## src/rtl/core/gsv_pkg.sv

```systemverilog
`default_nettype none

package gsv_pkg;

  // Parser position within the restricted grammar
  typedef enum logic [3:0] {
    PH_START       = 4'd0,
    PH_FIRST       = 4'd1,
    PH_AFTER_Q     = 4'd2,
    PH_OPNAME      = 4'd3,
    PH_AFTER_OP    = 4'd4,
    PH_ROOT        = 4'd5,
    PH_FIELD       = 4'd6,
    PH_AFTER_FIELD = 4'd7,
    PH_COLS        = 4'd8,
    PH_COL         = 4'd9,
    PH_AFTER_COL   = 4'd10,
    PH_DONE        = 4'd11
  } phase_t;

  // Status codes
  localparam logic [3:0] ST_PENDING       = 4'd0;
  localparam logic [3:0] ST_ACCEPTED      = 4'd1;
  localparam logic [3:0] ST_EMPTY_DOC     = 4'd2;
  localparam logic [3:0] ST_NO_OP_BRACE   = 4'd3;
  localparam logic [3:0] ST_MUTATION      = 4'd4;
  localparam logic [3:0] ST_EXPECT_BRACE  = 4'd5;
  localparam logic [3:0] ST_EXPECT_FIELD  = 4'd6;
  localparam logic [3:0] ST_INTROSPECT    = 4'd7;
  localparam logic [3:0] ST_NEED_COLS     = 4'd8;
  localparam logic [3:0] ST_EXPECT_COLUMN = 4'd9;
  localparam logic [3:0] ST_NESTED        = 4'd10;
  localparam logic [3:0] ST_ARGUMENTS     = 4'd11;
  localparam logic [3:0] ST_EMPTY_COLS    = 4'd12;
  localparam logic [3:0] ST_TRAILING      = 4'd13;
  localparam logic [3:0] ST_EMPTY_SEL     = 4'd14;

  // Name event codes
  localparam logic [1:0] EV_NONE   = 2'd0;
  localparam logic [1:0] EV_FIELD  = 2'd1;
  localparam logic [1:0] EV_COLUMN = 2'd2;

  // Keyword indexes
  localparam int KW_QUERY        = 0;
  localparam int KW_MUTATION     = 1;
  localparam int KW_SUBSCRIPTION = 2;
  localparam int KW_SCHEMA       = 3;
  localparam int KW_TYPE         = 4;
  localparam int KW_NUM          = 5;

  localparam logic [3:0] NAME_LEN_MAX = 4'd15;

  // Keyword text, first character at position 0, zero padded
  localparam logic [0:KW_NUM-1][0:15][7:0] KW_TEXT = {
    {"query",        {11{8'h00}}},
    {"mutation",     {8{8'h00}}},
    {"subscription", {4{8'h00}}},
    {"__schema",     {8{8'h00}}},
    {"__type",       {10{8'h00}}}
  };

  localparam logic [0:KW_NUM-1][3:0] KW_LEN = {4'd5, 4'd8, 4'd12, 4'd8, 4'd6};

  // Character codes
  localparam logic [7:0] CH_LBRACE = 8'h7B;
  localparam logic [7:0] CH_RBRACE = 8'h7D;
  localparam logic [7:0] CH_LPAREN = 8'h28;
  localparam logic [7:0] CH_HASH   = 8'h23;
  localparam logic [7:0] CH_LF     = 8'h0A;
  localparam logic [7:0] CH_CR     = 8'h0D;
  localparam logic [7:0] CH_TAB    = 8'h09;
  localparam logic [7:0] CH_SPACE  = 8'h20;
  localparam logic [7:0] CH_COMMA  = 8'h2C;

  function automatic logic is_name_start(logic [7:0] c);
    return c inside {[8'h41:8'h5A], [8'h61:8'h7A], 8'h5F};
  endfunction

  function automatic logic is_name_cont(logic [7:0] c);
    return is_name_start(c) || (c inside {[8'h30:8'h39]});
  endfunction

  function automatic logic is_blank(logic [7:0] c);
    return c inside {CH_SPACE, CH_TAB, CH_LF, CH_CR, CH_COMMA};
  endfunction

  // Drop keywords that no longer match after one more name character
  function automatic logic [KW_NUM-1:0] kw_feed(logic [KW_NUM-1:0] hits,
                                                logic [3:0] len, logic [7:0] c);
    logic [KW_NUM-1:0] h;
    h = hits;
    for (int k = 0; k < KW_NUM; k++) begin
      if (!((len < KW_LEN[k]) && (KW_TEXT[k][len] == c))) begin
        h[k] = 1'b0;
      end
    end
    return h;
  endfunction

endpackage

`default_nettype wire

```

## src/rtl/core/graphql_subset_validator.sv

```systemverilog
// Channel | Direction | Handshake            | Payload
// in      | input     | in_valid / in_ready  | ch[7:0], end_mark
// out     | output    | out_valid / out_ready| status[3:0], fields_done[7:0],
//         |           |                      | columns_in_field[7:0], name_event[1:0]
//
// One beat in, one beat out. A beat is parsed in the cycle it is accepted and
// its result sits in the output register from the next cycle. Unless stalled,
// throughput is one beat per cycle; the output register is the only stage.
// in_ready drops only while the output register holds a beat that is not taken.
// rst is synchronous, active high, and returns the parser to the start of a document.
`default_nettype none

module graphql_subset_validator
  import gsv_pkg::*;
#(
  parameter int COUNT_BITS = 8
) (
  input  wire logic       clk,
  input  wire logic       rst,
  input  wire logic       in_valid,
  output logic            in_ready,
  input  wire logic [7:0] ch,
  input  wire logic       end_mark,
  output logic            out_valid,
  input  wire logic       out_ready,
  output logic [3:0]      status,
  output logic [7:0]      fields_done,
  output logic [7:0]      columns_in_field,
  output logic [1:0]      name_event
);

  localparam logic [COUNT_BITS-1:0] CNT_MAX = '1;

  // Parser state
  phase_t                  parse_phase, parse_phase_next;
  logic                    in_comment, in_comment_next;
  logic [KW_NUM-1:0]       keyword_hits, keyword_hits_next;
  logic [3:0]              name_length, name_length_next;
  logic [3:0]              latched_error, latched_error_next;
  logic [COUNT_BITS-1:0]   field_counter, field_counter_next;
  logic [COUNT_BITS-1:0]   column_counter, column_counter_next;

  // Step results
  logic [3:0]              step_status;
  logic [1:0]              step_event;
  logic [COUNT_BITS-1:0]   out_fields, out_cols;
  logic [COUNT_BITS+7:0]   out_fields_ext, out_cols_ext;

  // Effect of closing the name being read
  logic                    reading;
  logic [KW_NUM-1:0]       kw_hit;
  phase_t                  ne_phase;
  logic [3:0]              ne_error;
  logic [1:0]              ne_event;
  logic [COUNT_BITS-1:0]   ne_cols;

  // Verdict scratch
  phase_t                  v_phase;
  logic [3:0]              v_error;

  logic                    in_fire;

  assign in_fire  = in_valid && in_ready;
  assign in_ready = !out_valid || out_ready;

  assign reading = (parse_phase == PH_FIRST) || (parse_phase == PH_OPNAME) ||
                   (parse_phase == PH_FIELD) || (parse_phase == PH_COL);

  // Close the current name: keyword check, events, column count
  always_comb begin
    for (int k = 0; k < KW_NUM; k++) begin
      kw_hit[k] = keyword_hits[k] && (name_length == KW_LEN[k]);
    end
    ne_phase = parse_phase;
    ne_error = ST_PENDING;
    ne_event = EV_NONE;
    ne_cols  = column_counter;
    case (parse_phase)
      PH_FIRST: begin
        if (kw_hit[KW_QUERY]) begin
          ne_phase = PH_AFTER_Q;
        end else if (kw_hit[KW_MUTATION] || kw_hit[KW_SUBSCRIPTION]) begin
          ne_error = ST_MUTATION;
        end else begin
          ne_error = ST_EXPECT_BRACE;
        end
      end
      PH_OPNAME: ne_phase = PH_AFTER_OP;
      PH_FIELD: begin
        ne_event = EV_FIELD;
        if (kw_hit[KW_SCHEMA] || kw_hit[KW_TYPE]) begin
          ne_error = ST_INTROSPECT;
        end else begin
          ne_phase = PH_AFTER_FIELD;
        end
      end
      PH_COL: begin
        ne_event = EV_COLUMN;
        if (column_counter != CNT_MAX) begin
          ne_cols = column_counter + COUNT_BITS'(1);
        end
        ne_phase = PH_AFTER_COL;
      end
      default: ;
    endcase
  end

  // Parse one beat
  always_comb begin
    parse_phase_next    = parse_phase;
    in_comment_next     = in_comment;
    keyword_hits_next   = keyword_hits;
    name_length_next    = name_length;
    latched_error_next  = latched_error;
    field_counter_next  = field_counter;
    column_counter_next = column_counter;
    step_event          = EV_NONE;
    step_status         = latched_error;
    out_fields          = field_counter;
    out_cols            = column_counter;
    v_phase             = parse_phase;
    v_error             = ST_PENDING;

    if (end_mark) begin
      // Final verdict, then back to the start of a document
      if (latched_error == ST_PENDING) begin
        if (reading) begin
          v_phase    = ne_phase;
          v_error    = ne_error;
          step_event = ne_event;
          out_cols   = ne_cols;
        end
        if (v_error != ST_PENDING) begin
          step_status = v_error;
        end else begin
          case (v_phase)
            PH_START:       step_status = ST_EMPTY_DOC;
            PH_AFTER_Q:     step_status = ST_EXPECT_BRACE;
            PH_AFTER_OP:    step_status = ST_NO_OP_BRACE;
            PH_ROOT:        step_status = ST_EXPECT_FIELD;
            PH_AFTER_FIELD: step_status = ST_NEED_COLS;
            PH_COLS:        step_status = ST_EXPECT_COLUMN;
            PH_AFTER_COL:   step_status = ST_EXPECT_COLUMN;
            default: begin
              step_status = (field_counter == '0) ? ST_EMPTY_SEL : ST_ACCEPTED;
            end
          endcase
        end
      end
      parse_phase_next    = PH_START;
      in_comment_next     = 1'b0;
      keyword_hits_next   = '0;
      name_length_next    = '0;
      latched_error_next  = ST_PENDING;
      field_counter_next  = '0;
      column_counter_next = '0;
    end else if (latched_error == ST_PENDING) begin
      if (reading && is_name_cont(ch)) begin
        // Extend the name
        keyword_hits_next = kw_feed(keyword_hits, name_length, ch);
        if (name_length != NAME_LEN_MAX) begin
          name_length_next = name_length + 4'd1;
        end
      end else begin
        if (reading) begin
          parse_phase_next    = ne_phase;
          latched_error_next  = ne_error;
          step_event          = ne_event;
          column_counter_next = ne_cols;
        end
        if (latched_error_next == ST_PENDING) begin
          if (in_comment) begin
            if (ch == CH_LF) begin
              in_comment_next = 1'b0;
            end
          end else if (is_blank(ch)) begin
            // skip separator
          end else if (ch == CH_HASH) begin
            in_comment_next = 1'b1;
          end else begin
            // Significant character
            case (parse_phase_next)
              PH_START: begin
                if (is_name_start(ch)) begin
                  parse_phase_next  = PH_FIRST;
                  keyword_hits_next = kw_feed('1, 4'd0, ch);
                  name_length_next  = 4'd1;
                end else if (ch == CH_LBRACE) begin
                  parse_phase_next = PH_ROOT;
                end else begin
                  latched_error_next = ST_EXPECT_BRACE;
                end
              end
              PH_AFTER_Q: begin
                if (is_name_start(ch)) begin
                  parse_phase_next  = PH_OPNAME;
                  keyword_hits_next = kw_feed('1, 4'd0, ch);
                  name_length_next  = 4'd1;
                end else if (ch == CH_LBRACE) begin
                  parse_phase_next = PH_ROOT;
                end else begin
                  latched_error_next = ST_EXPECT_BRACE;
                end
              end
              PH_AFTER_OP: begin
                if (ch == CH_LBRACE) begin
                  parse_phase_next = PH_ROOT;
                end else begin
                  latched_error_next = ST_NO_OP_BRACE;
                end
              end
              PH_ROOT: begin
                if (ch == CH_RBRACE) begin
                  parse_phase_next = PH_DONE;
                end else if (is_name_start(ch)) begin
                  parse_phase_next  = PH_FIELD;
                  keyword_hits_next = kw_feed('1, 4'd0, ch);
                  name_length_next  = 4'd1;
                end else begin
                  latched_error_next = ST_EXPECT_FIELD;
                end
              end
              PH_AFTER_FIELD: begin
                if (ch == CH_LBRACE) begin
                  column_counter_next = '0;
                  parse_phase_next    = PH_COLS;
                end else begin
                  latched_error_next = ST_NEED_COLS;
                end
              end
              PH_COLS, PH_AFTER_COL: begin
                if ((parse_phase_next == PH_AFTER_COL) && (ch == CH_LBRACE)) begin
                  latched_error_next = ST_NESTED;
                end else if ((parse_phase_next == PH_AFTER_COL) && (ch == CH_LPAREN)) begin
                  latched_error_next = ST_ARGUMENTS;
                end else if (ch == CH_RBRACE) begin
                  // Close the field
                  if (column_counter_next == '0) begin
                    latched_error_next = ST_EMPTY_COLS;
                  end else begin
                    if (field_counter != CNT_MAX) begin
                      field_counter_next = field_counter + COUNT_BITS'(1);
                    end
                    parse_phase_next = PH_ROOT;
                  end
                end else if (is_name_start(ch)) begin
                  parse_phase_next  = PH_COL;
                  keyword_hits_next = kw_feed('1, 4'd0, ch);
                  name_length_next  = 4'd1;
                end else begin
                  latched_error_next = ST_EXPECT_COLUMN;
                end
              end
              default: latched_error_next = ST_TRAILING;
            endcase
          end
        end
      end
      step_status = latched_error_next;
      out_fields  = field_counter_next;
      out_cols    = column_counter_next;
    end
  end

  assign out_fields_ext = {8'd0, out_fields};
  assign out_cols_ext   = {8'd0, out_cols};

  // Parser state, advance on each accepted beat
  always_ff @(posedge clk) begin
    if (rst) begin
      parse_phase    <= PH_START;
      in_comment     <= 1'b0;
      keyword_hits   <= '0;
      name_length    <= '0;
      latched_error  <= ST_PENDING;
      field_counter  <= '0;
      column_counter <= '0;
    end else if (in_fire) begin
      parse_phase    <= parse_phase_next;
      in_comment     <= in_comment_next;
      keyword_hits   <= keyword_hits_next;
      name_length    <= name_length_next;
      latched_error  <= latched_error_next;
      field_counter  <= field_counter_next;
      column_counter <= column_counter_next;
    end
  end

  // Output register valid: load on accept, drop when taken
  always_ff @(posedge clk) begin
    if (rst) begin
      out_valid <= 1'b0;
    end else if (in_fire) begin
      out_valid <= 1'b1;
    end else if (out_ready) begin
      out_valid <= 1'b0;
    end
  end

  // Output register payload
  always_ff @(posedge clk) begin
    if (in_fire) begin
      status           <= step_status;
      fields_done      <= out_fields_ext[7:0];
      columns_in_field <= out_cols_ext[7:0];
      name_event       <= step_event;
    end
  end

endmodule

`default_nettype wire

```

## config.mk

```make
export PLATFORM = sky130hd
export DESIGN_NAME = graphql_subset_validator
export DESIGN_NICKNAME = d
export VERILOG_FILES = /design/src/rtl/core/gsv_pkg.sv /design/src/rtl/core/graphql_subset_validator.sv
export SDC_FILE = /design/constraint.sdc
export NUM_CORES = 1
export LEC_CHECK = 0
export ABC_AREA = 1
export BUFFER_PORTS_ARGS = -buffer_cell sky130_fd_sc_hd__buf_2
export CORE_ASPECT_RATIO = 1.1
export CORE_MARGIN = 4
export CORE_UTILIZATION = 35
export DETAILED_ROUTE_END_ITERATION = 10
export PLACE_DENSITY = 0.58
export SLEW_MARGIN = 20
export SYNTH_ARGS = -nofsm -noshare
export SYNTH_HDL_FRONTEND = slang
export SYNTH_SLANG_ARGS = --single-unit
```

## constraint.sdc

```tcl
create_clock -name clk -period 3 [get_ports clk]
set_clock_uncertainty 0.1 [all_clocks]
set_input_delay 0.6 -clock clk [delete_from_list [all_inputs] [get_ports clk]]
set_output_delay 0.6 -clock clk [all_outputs]
set_load 0.03 [all_outputs]
```

Word-level counts from Yosys, hierarchy flattened
Memories as Yosys holds them, arrays and structs flattened.
Index checks and enable logic that the tools add are counted.
Word-level totals
  bits in registers: 57
  bits in read-only memories: 640
  bits of input ports: 13
  output and inout port bits: 24
  word-level logic and storage cells: 294
  memories: 5
Memories
  (no name shown): words 16, width 8, rd ports 1, clocked after memory_dff 0, wr ports 0, RTL line gsv_pkg.sv:93  | if (!((len < KW_LEN[k]) && (KW_TEXT[k][len] == c))) begin
  (no name shown): words 16, width 8, rd ports 1, clocked after memory_dff 0, wr ports 0, RTL line gsv_pkg.sv:93
  (no name shown): words 16, width 8, rd ports 1, clocked after memory_dff 0, wr ports 0, RTL line gsv_pkg.sv:93
  (no name shown): words 16, width 8, rd ports 1, clocked after memory_dff 0, wr ports 0, RTL line gsv_pkg.sv:93
  (no name shown): words 16, width 8, rd ports 1, clocked after memory_dff 0, wr ports 0, RTL line gsv_pkg.sv:93
Operators by class
  add/sub/neg operators: 3
  magnitude comparators: 11
  equal/unequal tests: 54
  multiplexer cells: 154
  bitwise logic cells: 1
  reduce and logical (&&, ||, !) cells: 50
Operator list (number)
  8-bit two-way mux: 41
  4-bit two-way mux: 68
  10-bit AND reduction: 6
  5-bit two-way mux: 11
  4-bit one-hot mux with 6 select lines: 2
  8-bit == test: 5
  4-bit by 3-bit == test with 1-bit output (second input constant): 9
  7-bit by 8-bit == test with 1-bit output (first input constant): 4
  8-bit by 6-bit == test with 1-bit output (second input constant): 4
  4-bit == test (second input constant): 7
  8-bit by 4-bit == test with 1-bit output (second input constant): 3
  8-bit by 7-bit == test with 1-bit output (second input constant): 3
  3-bit != test (second input constant): 7
  1-bit two-way mux: 20
  4-bit one-hot mux with 5 select lines: 1
  1-bit logical AND: 17
  8-bit by 1-bit adder with 8-bit output (second input constant): 2
  8-bit by 7-bit >= comparator with 1-bit output (second input constant): 2
  8-bit by 7-bit less-or-equal comparator with 1-bit output (second input constant): 2
  4-bit zero test: 4
  8-bit zero test: 2
  8-bit != test (second input constant): 2
  4-bit one-hot mux with 4 select lines: 1
  5-bit one-hot mux with 3 select lines: 1
  26 further kinds: 49

Logic depth before layout (Yosys ltp)
Gate-level depths: netlist of the first run.
  depth after elaboration: 22
  depth in mapped cells: 20
  mapped depth without buffers: 20

Worst setup path after synthesis of the first run
Ideal clock, no wire load.
  path kind: input to register
  from: in out_ready
  to: reg columns_in_field[0] (enable)
  library setup time: 0.395 ns
  data arrival time: 2.060 ns
  required time: 2.505 ns
  path slack: 0.445 ns
  stages: 5
  path buffers: 1
  cell sequence: inv_1 nand2_1 nand2_1 clkinv_1 clkbuf_1
Between the ends
  word-level cells in the longest chain between the ends: 2
RTL lines
  start, declared: RTL line graphql_subset_validator.sv:25  | input wire logic out_ready,
  1-bit logical OR: RTL line graphql_subset_validator.sv:64  | assign in_ready = !out_valid || out_ready;
  net in_ready: RTL line graphql_subset_validator.sv:21  | output logic in_ready,
  1-bit logical AND: RTL line graphql_subset_validator.sv:63  | assign in_fire = in_valid && in_ready;
  net in_fire: RTL line graphql_subset_validator.sv:61  | logic in_fire;
  end signal, assigned: RTL line graphql_subset_validator.sv:305  | columns_in_field <= out_cols_ext[7:0];
  end, declared: RTL line graphql_subset_validator.sv:28  | output logic [7:0] columns_in_field,
The timed path passes the listed nets, and every way through them passes these cells.
A chain may end at the register's enable or synchronous reset.

Final worst setup path of the first run
  from: reg column_counter[1]
  to: reg fields_done[6] (data pin)
Between the ends
  word-level cells in the longest chain between the ends: 20
  elaborated cells on any way between the ends: 21
  classes of those cells: add/sub (1); eq/ne (1); mux (18); reduce/logical (1)
RTL lines
  start, declared: RTL line graphql_subset_validator.sv:41  | logic [COUNT_BITS-1:0] column_counter, column_counter_next;
  start signal, assigned: RTL line graphql_subset_validator.sv:285  | column_counter <= column_counter_next;
  8-bit by 1-bit adder with 8-bit output / 8-bit != test (equally long branches): RTL line graphql_subset_validator.sv:100, graphql_subset_validator.sv:99
  8-bit two-way mux: RTL line graphql_subset_validator.sv:99  | if (column_counter != CNT_MAX) begin
  8-bit two-way mux: RTL line graphql_subset_validator.sv:78  | case (parse_phase)
  8-bit two-way mux (*): RTL line graphql_subset_validator.sv:165  | if (reading) begin
  8-bit two-way mux (*): RTL line graphql_subset_validator.sv:158  | if (reading && is_name_cont(ch)) begin
  8-bit two-way mux (*): RTL line graphql_subset_validator.sv:157  | end else if (latched_error == ST_PENDING) begin
  8-bit two-way mux (*): RTL line graphql_subset_validator.sv:124  | if (end_mark) begin
  8-bit zero test (*): RTL line graphql_subset_validator.sv:238  | if (column_counter_next == '0) begin
  (+5 left out)
  8-bit two-way mux (*): RTL line graphql_subset_validator.sv:178  | end else if (ch == CH_HASH) begin
  8-bit two-way mux (*): RTL line graphql_subset_validator.sv:176  | end else if (is_blank(ch)) begin
  8-bit two-way mux (*): RTL line graphql_subset_validator.sv:172  | if (in_comment) begin
  8-bit two-way mux (*): RTL line graphql_subset_validator.sv:171  | if (latched_error_next == ST_PENDING) begin
  8-bit two-way mux (*): RTL line graphql_subset_validator.sv:158
  8-bit two-way mux (*)
  8-bit two-way mux (*): RTL line graphql_subset_validator.sv:124
  net out_fields[6]: RTL line graphql_subset_validator.sv:46  | logic [COUNT_BITS-1:0] out_fields, out_cols;
  end signal, assigned: RTL line graphql_subset_validator.sv:304  | fields_done <= out_fields_ext[7:0];
  end, declared: RTL line graphql_subset_validator.sv:27  | output logic [7:0] fields_done,
Mark *: on every way through the listed nets, which the timed path passes. The rest lies on a longest branch. The select of a mux whose other input is x is not followed.

==> results.py, run 1 <==
metrics = {
    "global_route": {
        "grt_pass1_vias": 4901,
        "grt_max_degree": 30,
        "grt_first_pass_wirelength_microns": 24400,
        "globalRouteOverflowTotal": 0,
        "grt_antenna_before_repair": 0,
        "grt_use_total": 0.183,
    },
    "floorplan": {
        "std_cell_rows": 46,
        "chipHeight_microns": 135,
        "design.portCount": 37,
        "design.core.area_sq_mm": 0.0144,
        "die-area_sq_mm": 0.0166,
        "dieWidth_microns": 123,
        "initial_core_util": 0.355,
    },
    "clock_network": {
        "total_clock_sinks": 57,
        "cts.clk_slew.worst_paths_ps": 50,
        "cts_root_buffer": "sky130_fd_sc_hd__clkbuf_16",
        "clock_path_buffers": 2,
        "clkLatencyLatePin_ps": 340,
        "clock_tree.htree_level_count": 3,
        "cts_tree": "yes",
        "ctsResizeCount": 0,
        "cts-buffers-inserted": 9,
        "cts-hold-fix-buffers": 0,
        "cts.repair_timing.setup_buffer_count": 0,
    },
    "synthesis": {
        "synth.mux.area_fraction": 0,
        "post_synth_fa_ha_maj_area_fraction": 0.0416,
        "compound_cell_area_share_of_the_yosys_netlist": 0.170,
        "synth.yosys.seq_area_share": 0.266,
        "ys_types": 48,
        "synth_nets": 833,
        "synth_xor_area_frac": 0.0326,
        "syn_inst": 803,
        "avg_synthesized_cell_area_sq_um": 6.37,
        "postSynth.topFlopCell": "sky130_fd_sc_hd__dfxtp_1",
        "edff_count_synth": 22,
        "synth_top_family_by_area": "simple AND/OR/NAND/NOR gates",
        "async_reset_ff_frac": 0,
        "synthSimpleGateAreaFrac": 0.386,
        "post_synth_instance_area_sq_mm": 0.00511,
        "synth_warnings": 0,
        "synth-seq-cells": 57,
    },
    "power_and_ir_drop": {
        "p_leak_uw": 0.00272,
        "irDropWorstVdd_v": 0.000263,
        "post-layout-total-power_uw": 2740,
        "p_per_area_mw_per_mm2": 466,
    },
    "setup_path": {
        "r2r_setup_slack_ps": 320,
        "r2r-end": "fields_done[6]",
        "timing.critical_path.to_type": "flip-flop",
        "critPathMaxFanout": 11,
        "critical_path_source_type": "flip-flop",
        "critical_path_class": "reg2reg",
        "required_ps": 2970,
        "rr_worst_depth": 16,
        "regToRegStartpoint": "column_counter[1]",
        "timing.critical_path.arrival_ps": 2640,
    },
    "finish": {
        "layout.cells.most_common_list": "186 x sky130_fd_sc_hd__nand2_1, 96 x sky130_fd_sc_hd__inv_1, 88 x sky130_fd_sc_hd__nor2_1",
        "final_net_count": 880,
        "mostFrequentLayoutCell": "sky130_fd_sc_hd__nand2_1",
        "post-route-util": 0.409,
        "diodes": 0,
        "area_growth_pct": 15.0,
        "final_layout_size_suffix_gt1_frac": 0.143,
        "final.fill_count": 1610,
    },
    "drt": {
        "vias_per_cell": 5.07,
        "drtPass1Iterations": 5,
        "antenna_left": 0,
        "drt_iter0_drc": 316,
        "route.detailed.drc": 0,
        "num_vias": 5313,
        "route.final.wire_length_microns": 14900,
        "detail_route.wl_per_cell_microns": 14.2,
    },
    "job": {
        "maxCapViolCount": 0,
    },
    "outcome": {
        "status": "complete, no violations",
    },
    "hold_path": {
        "hold_path_startpoint": "keyword_hits[4]",
        "hold-path-cell-count": 2,
        "worst_hold_path.endpoint": "keyword_hits[4]",
        "min-delay-path-class": "reg2reg",
    },
    "sta": {
        "report.final.slew_viol_count": 0,
        "timing.setup.tns_ps": 0,
        "max_freq_mhz": 374,
        "fin_crit_sh": 0.892,
        "final-setup-viol-count": 0,
        "rsz0062_at_grt": "false",
        "max-slew-margin-rel": 0.459,
        "max_slew.worst_pin.slew_ps": 810,
        "period_needed_ps": 2680,
        "final-hold-violation-count": 0,
    },
    "placed_design": {
        "dp_hpwl_microns": 11400,
        "routabilityCongestion": 0.960,
        "placement.io_buffers": 36,
    },
}
==> Yosys cell counts, types with 4 or more instances <==
cell                       instances  share of area
sky130_fd_sc_hd__o21ai_1           5         0.0049
sky130_fd_sc_hd__nor4_1            4         0.0049
sky130_fd_sc_hd__a31oi_1           5         0.0061
sky130_fd_sc_hd__nor2_4            6          0.013
sky130_fd_sc_hd__nand2_1         187           0.14
sky130_fd_sc_hd__a32oi_1           4         0.0069
sky130_fd_sc_hd__xor2_1           17          0.029
sky130_fd_sc_hd__inv_2            11         0.0081
sky130_fd_sc_hd__o21ai_0          72          0.070
sky130_fd_sc_hd__nand4_1          26          0.032
sky130_fd_sc_hd__dfxtp_1          35           0.14
sky130_fd_sc_hd__nand3_1          64          0.063
sky130_fd_sc_hd__edfxtp_1         22           0.13
sky130_fd_sc_hd__ha_1             17          0.042
sky130_fd_sc_hd__nand2_2          11          0.013
sky130_fd_sc_hd__buf_2             7         0.0069
sky130_fd_sc_hd__o211ai_1          8          0.012
sky130_fd_sc_hd__a21oi_1          51          0.050
sky130_fd_sc_hd__nor2_1           88          0.065
sky130_fd_sc_hd__inv_1            96          0.070
sky130_fd_sc_hd__nor2_2            4         0.0049
sky130_fd_sc_hd__nor3_1           10         0.0098
sky130_fd_sc_hd__clkbuf_1         13         0.0095
==> worst max path at each step <==
stage                      start             endpoint  slack [ps]
6_report       column_counter[1]       fields_done[6]         320
5_1_grt        column_counter[1]       fields_done[6]          40
4_1_cts        column_counter[1]       fields_done[6]         240
3_3_place_gp               ch[7]       name_length[2]          40
2_1_floorplan          out_ready  columns_in_field[0]         450
3_5_place_dp               ch[7]       name_length[0]          20
==> state kept, by name (all words and copies together) (netlist names) <==
| register | count |
|---|---|
| keyword_hits | 5 |
| columns_in_field | 8 |
| out_valid | 1 |
| field_counter | 8 |
| column_counter | 8 |
| in_comment | 1 |
| fields_done | 8 |
| name_length | 4 |
| latched_error | 4 |
| name_event | 2 |
| parse_phase | 4 |
| status | 4 |
==> kinds of logic (layout without fill, tap and decap cells) <==
| family | Yosys count | after routing |
|---|---|---|
| flops | 57 | 57 |
| simple gates | 419 | 419 |
| compound gates | 157 | 157 |
| xor+xnor | 19 | 19 |
| buf+inv | 134 | 186 |
| fa+ha+maj | 17 | 17 |
==> critical path, stage by stage, from the launching register on <==
cell                      delay (ps)
sky130_fd_sc_hd__dfxtp_1         340
sky130_fd_sc_hd__ha_1            230
sky130_fd_sc_hd__nand3_1          90
sky130_fd_sc_hd__nor2_1          190
sky130_fd_sc_hd__nand2_2         190
sky130_fd_sc_hd__nand2_1         120
sky130_fd_sc_hd__nand2_1          70
sky130_fd_sc_hd__nand2_1          70
sky130_fd_sc_hd__nand2_1          60
sky130_fd_sc_hd__nor2_1          190
sky130_fd_sc_hd__nand2_1         140
sky130_fd_sc_hd__nand2_1         220
sky130_fd_sc_hd__inv_1            90
sky130_fd_sc_hd__nand3_1          90
sky130_fd_sc_hd__nand2_1          50
sky130_fd_sc_hd__nand3_1          80
sky130_fd_sc_hd__o21ai_0         100
==> where the power goes <==
part           total (uW)  switching (uW)  internal [uW]
Sequential            919            41.7            877
Clock                 982             355            627
Combinational         839             566            273
==> cell type report <==
type                       count  area (sq um)  share of cell area
multi-input combinational    612          3220               0.548
sequential                    57          1360               0.232
inverter                     110           415              0.0707
timing repair buffer          60           360              0.0613
tap                          192           240              0.0409
clock buffer                  10           229              0.0389
clock inverter                 6          48.8             0.00830
==> per-layer routing <==
metal,part of all wire,wire (microns),global-route usage,up-vias
li1,-,-,-,2761
met1,0.45,6710,0.239,2387
met2,0.49,7260,0.315,135
met3,0.040,602,0.0201,30
met4,0.023,346,0.0615,0
met5,0,0,0,-
==> metrics by stage <==
step                      area [sq um]  worst slack [ps]  instances  hold WS [ps]
after floorplan                   5110               445        803           324
after global placement            5600              41.8       1031           343
after detailed placement          5600              21.8       1031           348
after CTS                         5880               239       1047           355
after global routing              5880              36.0       1047           387
final                             5880               324       1047           361
(Power assumes the default switching activity.)
==> inputs of run 2 (changes only) <==
--- a/config.mk
+++ b/config.mk
@@ -13,4 +13,6 @@
 export DETAILED_ROUTE_END_ITERATION = 10
 export PLACE_DENSITY = 0.58
+export RECOVER_POWER = 50
+export SETUP_SLACK_MARGIN = 0.5
 export SLEW_MARGIN = 20
 export SYNTH_ARGS = -nofsm -noshare
==> constraint.sdc (replaced) <==
create_clock -name clk -period 3 [get_ports clk]
set_clock_uncertainty 0.1 [all_clocks]
set_input_delay 0.15 -clock clk [delete_from_list [all_inputs] [get_ports clk]]
set_output_delay 0.15 -clock clk [all_outputs]
set_load 0.03 [all_outputs]
==> run 2 against run 1 <==
First-iteration DRC count increased by 28%; maximum frequency increased by 9.8%; clock power increased by 9%; wire length increased by 2.9%; combinational power increased by 5.0%; count of clock-buffer cells in the layout increased by 4; critical path depth decreased by 2; via count increased by 1.3%; final cell count increased by 1.1%; largest cell class unchanged.
==> results.py, run 2 (synthesis gave the netlist of run 1 again) <==
metrics = {
    "setup_path": {
        "timing.critical_path.to_type": "flip-flop",
        "timing.critical_path.arrival_ps": 2410,
        "regToRegStartpoint": "name_length[0]",
        "critical_path_source_type": "input pin",
        "critPathMaxFanout": 12,
        "crit_path_start": "ch[4]",
        "critical_path_class": "in2reg",
        "rr_worst_depth": 13,
        "required_ps": 2970,
    },
    "sta": {
        "max_freq_mhz": 410,
        "fin_crit_sh": 0.812,
        "final-hold-violation-count": 0,
        "timing.setup.tns_ps": 0,
        "report.final.slew_viol_count": 0,
        "rsz0062_at_grt": "true",
        "max_slew.worst_pin.slew_ps": 818,
        "max-slew-margin-rel": 0.455,
        "final-setup-viol-count": 0,
        "period_needed_ps": 2440,
        "finalWorstSetupSlack_ps": 563,
        "finalHoldWorstSlack_ps": 5.02,
    },
    "floorplan": {
        "chipHeight_microns": 135,
        "die-area_sq_mm": 0.0166,
        "std_cell_rows": 46,
        "design.core.area_sq_mm": 0.0144,
        "initial_core_util": 0.355,
        "design.portCount": 37,
        "dieWidth_microns": 123,
    },
    "clock_network": {
        "cts-hold-fix-buffers": 0,
        "clkLatencyLatePin_ps": 340,
        "cts-buffers-inserted": 9,
        "cts_root_buffer": "sky130_fd_sc_hd__clkbuf_16",
        "clock_path_buffers": 2,
        "cts.clk_slew.worst_paths_ps": 50,
        "clock_tree.htree_level_count": 3,
        "total_clock_sinks": 57,
        "cts_tree": "yes",
    },
    "global_route": {
        "grt_pass1_vias": 5040,
        "grt_max_degree": 44,
        "grt_first_pass_wirelength_microns": 24800,
        "globalRouteOverflowTotal": 0,
        "grt_use_total": 0.186,
        "grt_antenna_before_repair": 0,
    },
    "drt": {
        "drtPass1Iterations": 5,
        "vias_per_cell": 5.08,
        "drt_iter0_drc": 403,
        "detail_route.wl_per_cell_microns": 14.5,
        "antenna_left": 0,
        "route.detailed.drc": 0,
        "route.final.wire_length_microns": 15400,
        "num_vias": 5380,
    },
    "outcome": {
        "status": "complete, no violations",
    },
    "placed_design": {
        "placement.io_buffers": 36,
        "routabilityCongestion": 0.920,
        "pre_cts_slack_ps": 216,
        "detailed_place.area_sq_mm": 0.00554,
        "dp.cells": 1021,
        "dp_hpwl_microns": 11200,
    },
    "finish": {
        "final_cell_area_sq_mm": 0.00626,
        "mostFrequentLayoutCell": "sky130_fd_sc_hd__nand2_1",
        "layout.cells.non_filler": 1059,
        "area.sequential_sq_mm": 0.00139,
        "layout.cells.most_common_list": "176 x sky130_fd_sc_hd__nand2_1, 93 x sky130_fd_sc_hd__inv_1, 78 x sky130_fd_sc_hd__nor2_1",
        "final.fill_count": 1541,
        "final_layout_size_suffix_gt1_frac": 0.189,
        "final_net_count": 892,
        "diodes": 0,
        "area_growth_pct": 22.4,
        "multi_input_area_sq_mm": 0.00346,
    },
    "power_and_ir_drop": {
        "combPwrFrac": 0.306,
        "p_per_area_mw_per_mm2": 460,
        "swShare": 0.349,
        "p_leak_uw": 0.00280,
        "total_switching_power_uw": 1000,
        "power_report.internal_total_uw": 1870,
        "irDropWorstVdd_v": 0.000267,
        "share_clk_of_total_power": 0.372,
        "p_seq_frac": 0.322,
    },
    "hold_path": {
        "hold-path-cell-count": 4,
        "hold_path_startpoint": "out_ready",
        "min-delay-path-class": "in2reg",
    },
    "job": {
        "maxCapViolCount": 0,
    },
}
## run 2: layout make-up
cell class / count / area share
multi-input cells: 613 / 0.554
inverters: 110 / 0.0682
flip-flops and latches: 57 / 0.222
clock inverters: 2 / 0.00560
repair buffers: 71 / 0.0680
well taps: 192 / 0.0384
clock buffers: 14 / 0.0438
## run 2: routing by layer
layer / vias to the layer above / wire, microns / track usage
met3: 29 / 667 / 0.0243
met5: - / 0 / 0
li1: 2784 / - / -
met1: 2448 / 6940 / 0.244
met2: 119 / 7360 / 0.306
met4: 0 / 382 / 0.0757
## run 2: final timing paths
check / endpoint / slack, ps
worst max-delay path: fields_done[5] / 560
worst min-delay path: out_valid / 5
worst max register to register: fields_done[5] / 590
worst min register to register: keyword_hits[3] / 350
## run 2: worst max-delay path: stages
cell                       delay [ps]
sky130_fd_sc_hd__clkbuf_1         480
sky130_fd_sc_hd__nand2_1          140
sky130_fd_sc_hd__nor2_1           210
sky130_fd_sc_hd__nand2_1           70
sky130_fd_sc_hd__nand2_1           60
sky130_fd_sc_hd__nand2_1           50
sky130_fd_sc_hd__nand2_1           80
sky130_fd_sc_hd__nand4_2          190
sky130_fd_sc_hd__nand2_4          210
sky130_fd_sc_hd__nand2_2          210
sky130_fd_sc_hd__nor2_2           230
sky130_fd_sc_hd__nand4_1          110
sky130_fd_sc_hd__nand3_1          110
sky130_fd_sc_hd__o21ai_0           90
## run 2: power by group through the flow
stage                     registers, uW  logic, uW  clock network (uW)
after floorplan                     989        545                   0
after global placement              940        814                   0
after detailed placement            940        812                   0
after CTS                           926        832                1090
after global routing                934        981                1120
final                               927        881                1070
## run 2: stage by stage
step,total power [uW],utilization
floorplan,1530,-
global placement,1750,0.385
detailed placement,1750,0.385
CTS,2850,0.413
global route,3030,0.435
finish,2880,0.435
## run 2: what timing repair did
item                                    CTS  global route
gates resized for setup                  25            64
pin swaps                                 3            25
endpoints found under the setup margin   51            53
gates cloned                              0             1
setup buffers                             3            18
==> inputs of run 3 (changes only) <==
PLACE_DENSITY = 0.6   (was 0.58)
clock period = 2.1 ns   (was 3 ns; I/O delays follow)
==> run 3 against run 2 <==
Sequential cell count unchanged; utilization up 11 points; worst setup slack got worse by 790 ps; first-iteration DRC count is 27% lower; sequential share of layout area shrank 4.6 points; die area stayed put; via count is 12% higher; largest power group is now combinational logic; cell area up 26%; total power rose by 59%; non-clock buffer count increased by 144; the flow now finishes with violations (setup timing); critical endpoint is now status[1]; global-route usage up 1.7 points.
==> results.py, run 3 (synthesis gave the netlist of run 1 again) <==
metrics = {
    "sta": {
        "finalWorstSetupSlack_ps": -223,
        "max_slew.worst_pin.slew_ps": 365,
        "max-slew-margin-rel": 0.755,
        "period_needed_ps": 2320,
        "max_freq_mhz": 430,
        "report.final.slew_viol_count": 0,
        "fin_crit_sh": 1.11,
        "rsz0062_at_grt": "true",
        "final-setup-viol-count": 53,
        "final-hold-violation-count": 0,
    },
    "drt": {
        "route.detailed.drc": 0,
        "drt_iter0_drc": 295,
        "route.final.wire_length_microns": 17000,
        "detail_route.wl_per_cell_microns": 14.1,
        "vias_per_cell": 5.01,
        "antenna_left": 0,
        "num_vias": 6017,
        "drtPass1Iterations": 6,
    },
    "finish": {
        "final_layout_size_suffix_gt1_frac": 0.377,
        "layout.cells.most_common_list": "159 x sky130_fd_sc_hd__nand2_1, 157 x sky130_fd_sc_hd__buf_4, 86 x sky130_fd_sc_hd__inv_1",
        "mostFrequentLayoutCell": "sky130_fd_sc_hd__nand2_1",
        "area_growth_pct": 53.9,
        "diodes": 0,
        "final_net_count": 1035,
        "final_cell_area_sq_mm": 0.00787,
    },
    "floorplan": {
        "dieWidth_microns": 123,
        "design.core.area_sq_mm": 0.0144,
        "design.portCount": 37,
        "die-area_sq_mm": 0.0166,
        "initial_core_util": 0.355,
        "chipHeight_microns": 135,
        "std_cell_rows": 46,
    },
    "power_and_ir_drop": {
        "p_per_area_mw_per_mm2": 582,
        "irDropWorstVdd_v": 0.000395,
        "p_leak_uw": 0.00356,
        "post-layout-total-power_uw": 4580,
    },
    "global_route": {
        "grt_antenna_before_repair": 0,
        "grt_use_total": 0.203,
        "global_route.peak_usage_layer": "met2",
        "grt_pass1_vias": 5809,
        "grt_first_pass_wirelength_microns": 27300,
        "globalRouteOverflowTotal": 0,
        "grt_util_met2": 0.347,
        "grt.met3_usage": 0.0256,
        "met1_usage": 0.252,
        "grt_max_degree": 54,
    },
    "placed_design": {
        "dp_hpwl_microns": 12600,
        "pre_cts_slack_ps": -416,
        "placement.io_buffers": 36,
        "routabilityCongestion": 0.933,
        "detailed_place.area_sq_mm": 0.00684,
    },
    "outcome": {
        "failed_checks": "setup timing",
        "status": "finished, violations left",
    },
    "setup_path": {
        "timing.critical_path.arrival_ps": 2310,
        "critical_path_source_type": "flip-flop",
        "timing.critical_path.to_type": "flip-flop",
        "required_ps": 2090,
        "critical_path_class": "reg2reg",
        "critPathMaxFanout": 8,
    },
    "hold_path": {
        "min-delay-path-class": "in2reg",
    },
    "clock_network": {
        "clock_tree.htree_level_count": 3,
        "cts-buffers-inserted": 9,
        "total_clock_sinks": 57,
        "cts_tree": "yes",
        "cts_root_buffer": "sky130_fd_sc_hd__clkbuf_16",
        "clkLatencyLatePin_ps": 340,
        "clock_path_buffers": 2,
        "cts.clk_slew.worst_paths_ps": 60,
    },
    "job": {
        "maxCapViolCount": 0,
    },
}
## run 3: changes by cell type in the layout (fill, tap and decap cells not counted), moves of 8 or more
cell                      change
sky130_fd_sc_hd__nand3_2     +20
sky130_fd_sc_hd__o21ai_0     -17
sky130_fd_sc_hd__buf_6       +13
sky130_fd_sc_hd__nand3_1     -22
sky130_fd_sc_hd__nand2_2     +10
sky130_fd_sc_hd__nand2_1     -17
sky130_fd_sc_hd__buf_4      +125
sky130_fd_sc_hd__nor2_1       -8
sky130_fd_sc_hd__o21ai_1     +16
## run 3: through the flow
stage	cells	hold WS, ps	setup TNS (ps)	util
final	1202	23.2	-7070	0.547
after global routing	1202	36.6	-15540	0.547
after CTS	1192	23.6	-5930	0.523
after detailed placement	1163	291	-11740	0.475
after global placement	1163	284	-10550	0.475
after floorplan	803	150	-706	-
## run 3: path summary, 6_finish.rpt
path	startpoint	end	slack [ps]	depth (start not counted)
max	name_length[3]	status[1]	-220	18
min	rst	parse_phase[1]	20	2
max reg2reg	name_length[3]	status[1]	-220	18
min reg2reg	keyword_hits[3]	keyword_hits[3]	360	2
## run 3: power by group
group | switching [uW] | total, uW | internal, uW
Combinational | 998 | 1690 | 695
Sequential | 61.7 | 1320 | 1250
Clock | 519 | 1570 | 1050
## run 3: final cells by class
class | instances | area [sq um]
fill | 1388 | 6520
multi-input combinational | 612 | 3840
timing repair buffer | 215 | 1640
sequential | 57 | 1390
inverter | 110 | 440
clock buffer | 14 | 285
tap | 192 | 240
clock inverter | 2 | 35.0
## run 3: worst max-delay path, stage by stage (launching register included)
cell and delay [ps]:
sky130_fd_sc_hd__dfxtp_4 370, sky130_fd_sc_hd__buf_6 120, sky130_fd_sc_hd__nor2_4 130, sky130_fd_sc_hd__nand3_2 110, sky130_fd_sc_hd__nand2_4 100, sky130_fd_sc_hd__nand3_2 130, sky130_fd_sc_hd__nand2_8 160, sky130_fd_sc_hd__nor2_4 70
sky130_fd_sc_hd__nor2_4 140, sky130_fd_sc_hd__nand2_4 80, sky130_fd_sc_hd__inv_4 90, sky130_fd_sc_hd__buf_12 110, sky130_fd_sc_hd__nor2_8 40, sky130_fd_sc_hd__nand2_2 50, sky130_fd_sc_hd__nand2_1 50, sky130_fd_sc_hd__nand2_1 50
sky130_fd_sc_hd__nand2_1 50, sky130_fd_sc_hd__nand2_1 90, sky130_fd_sc_hd__nand2_1 60
## run 3: what timing repair did
| action | 4_1_cts | 5_1_grt |
|---|---|---|
| buffers inserted | 12 | 9 |
| hold buffers | 1 | 0 |
| endpoints found under the hold margin | 1 | 0 |
| resized for setup | 82 | 72 |
| cloned | 0 | 1 |
| endpoints found under the setup margin | 54 | 71 |
| pin swaps | 39 | 28 |
## run 3: metal layers
metal,wire (microns),share of wire
met1,7400,0.44
met2,8500,0.50
met3,603,0.036
met4,467,0.028
met5,0,0
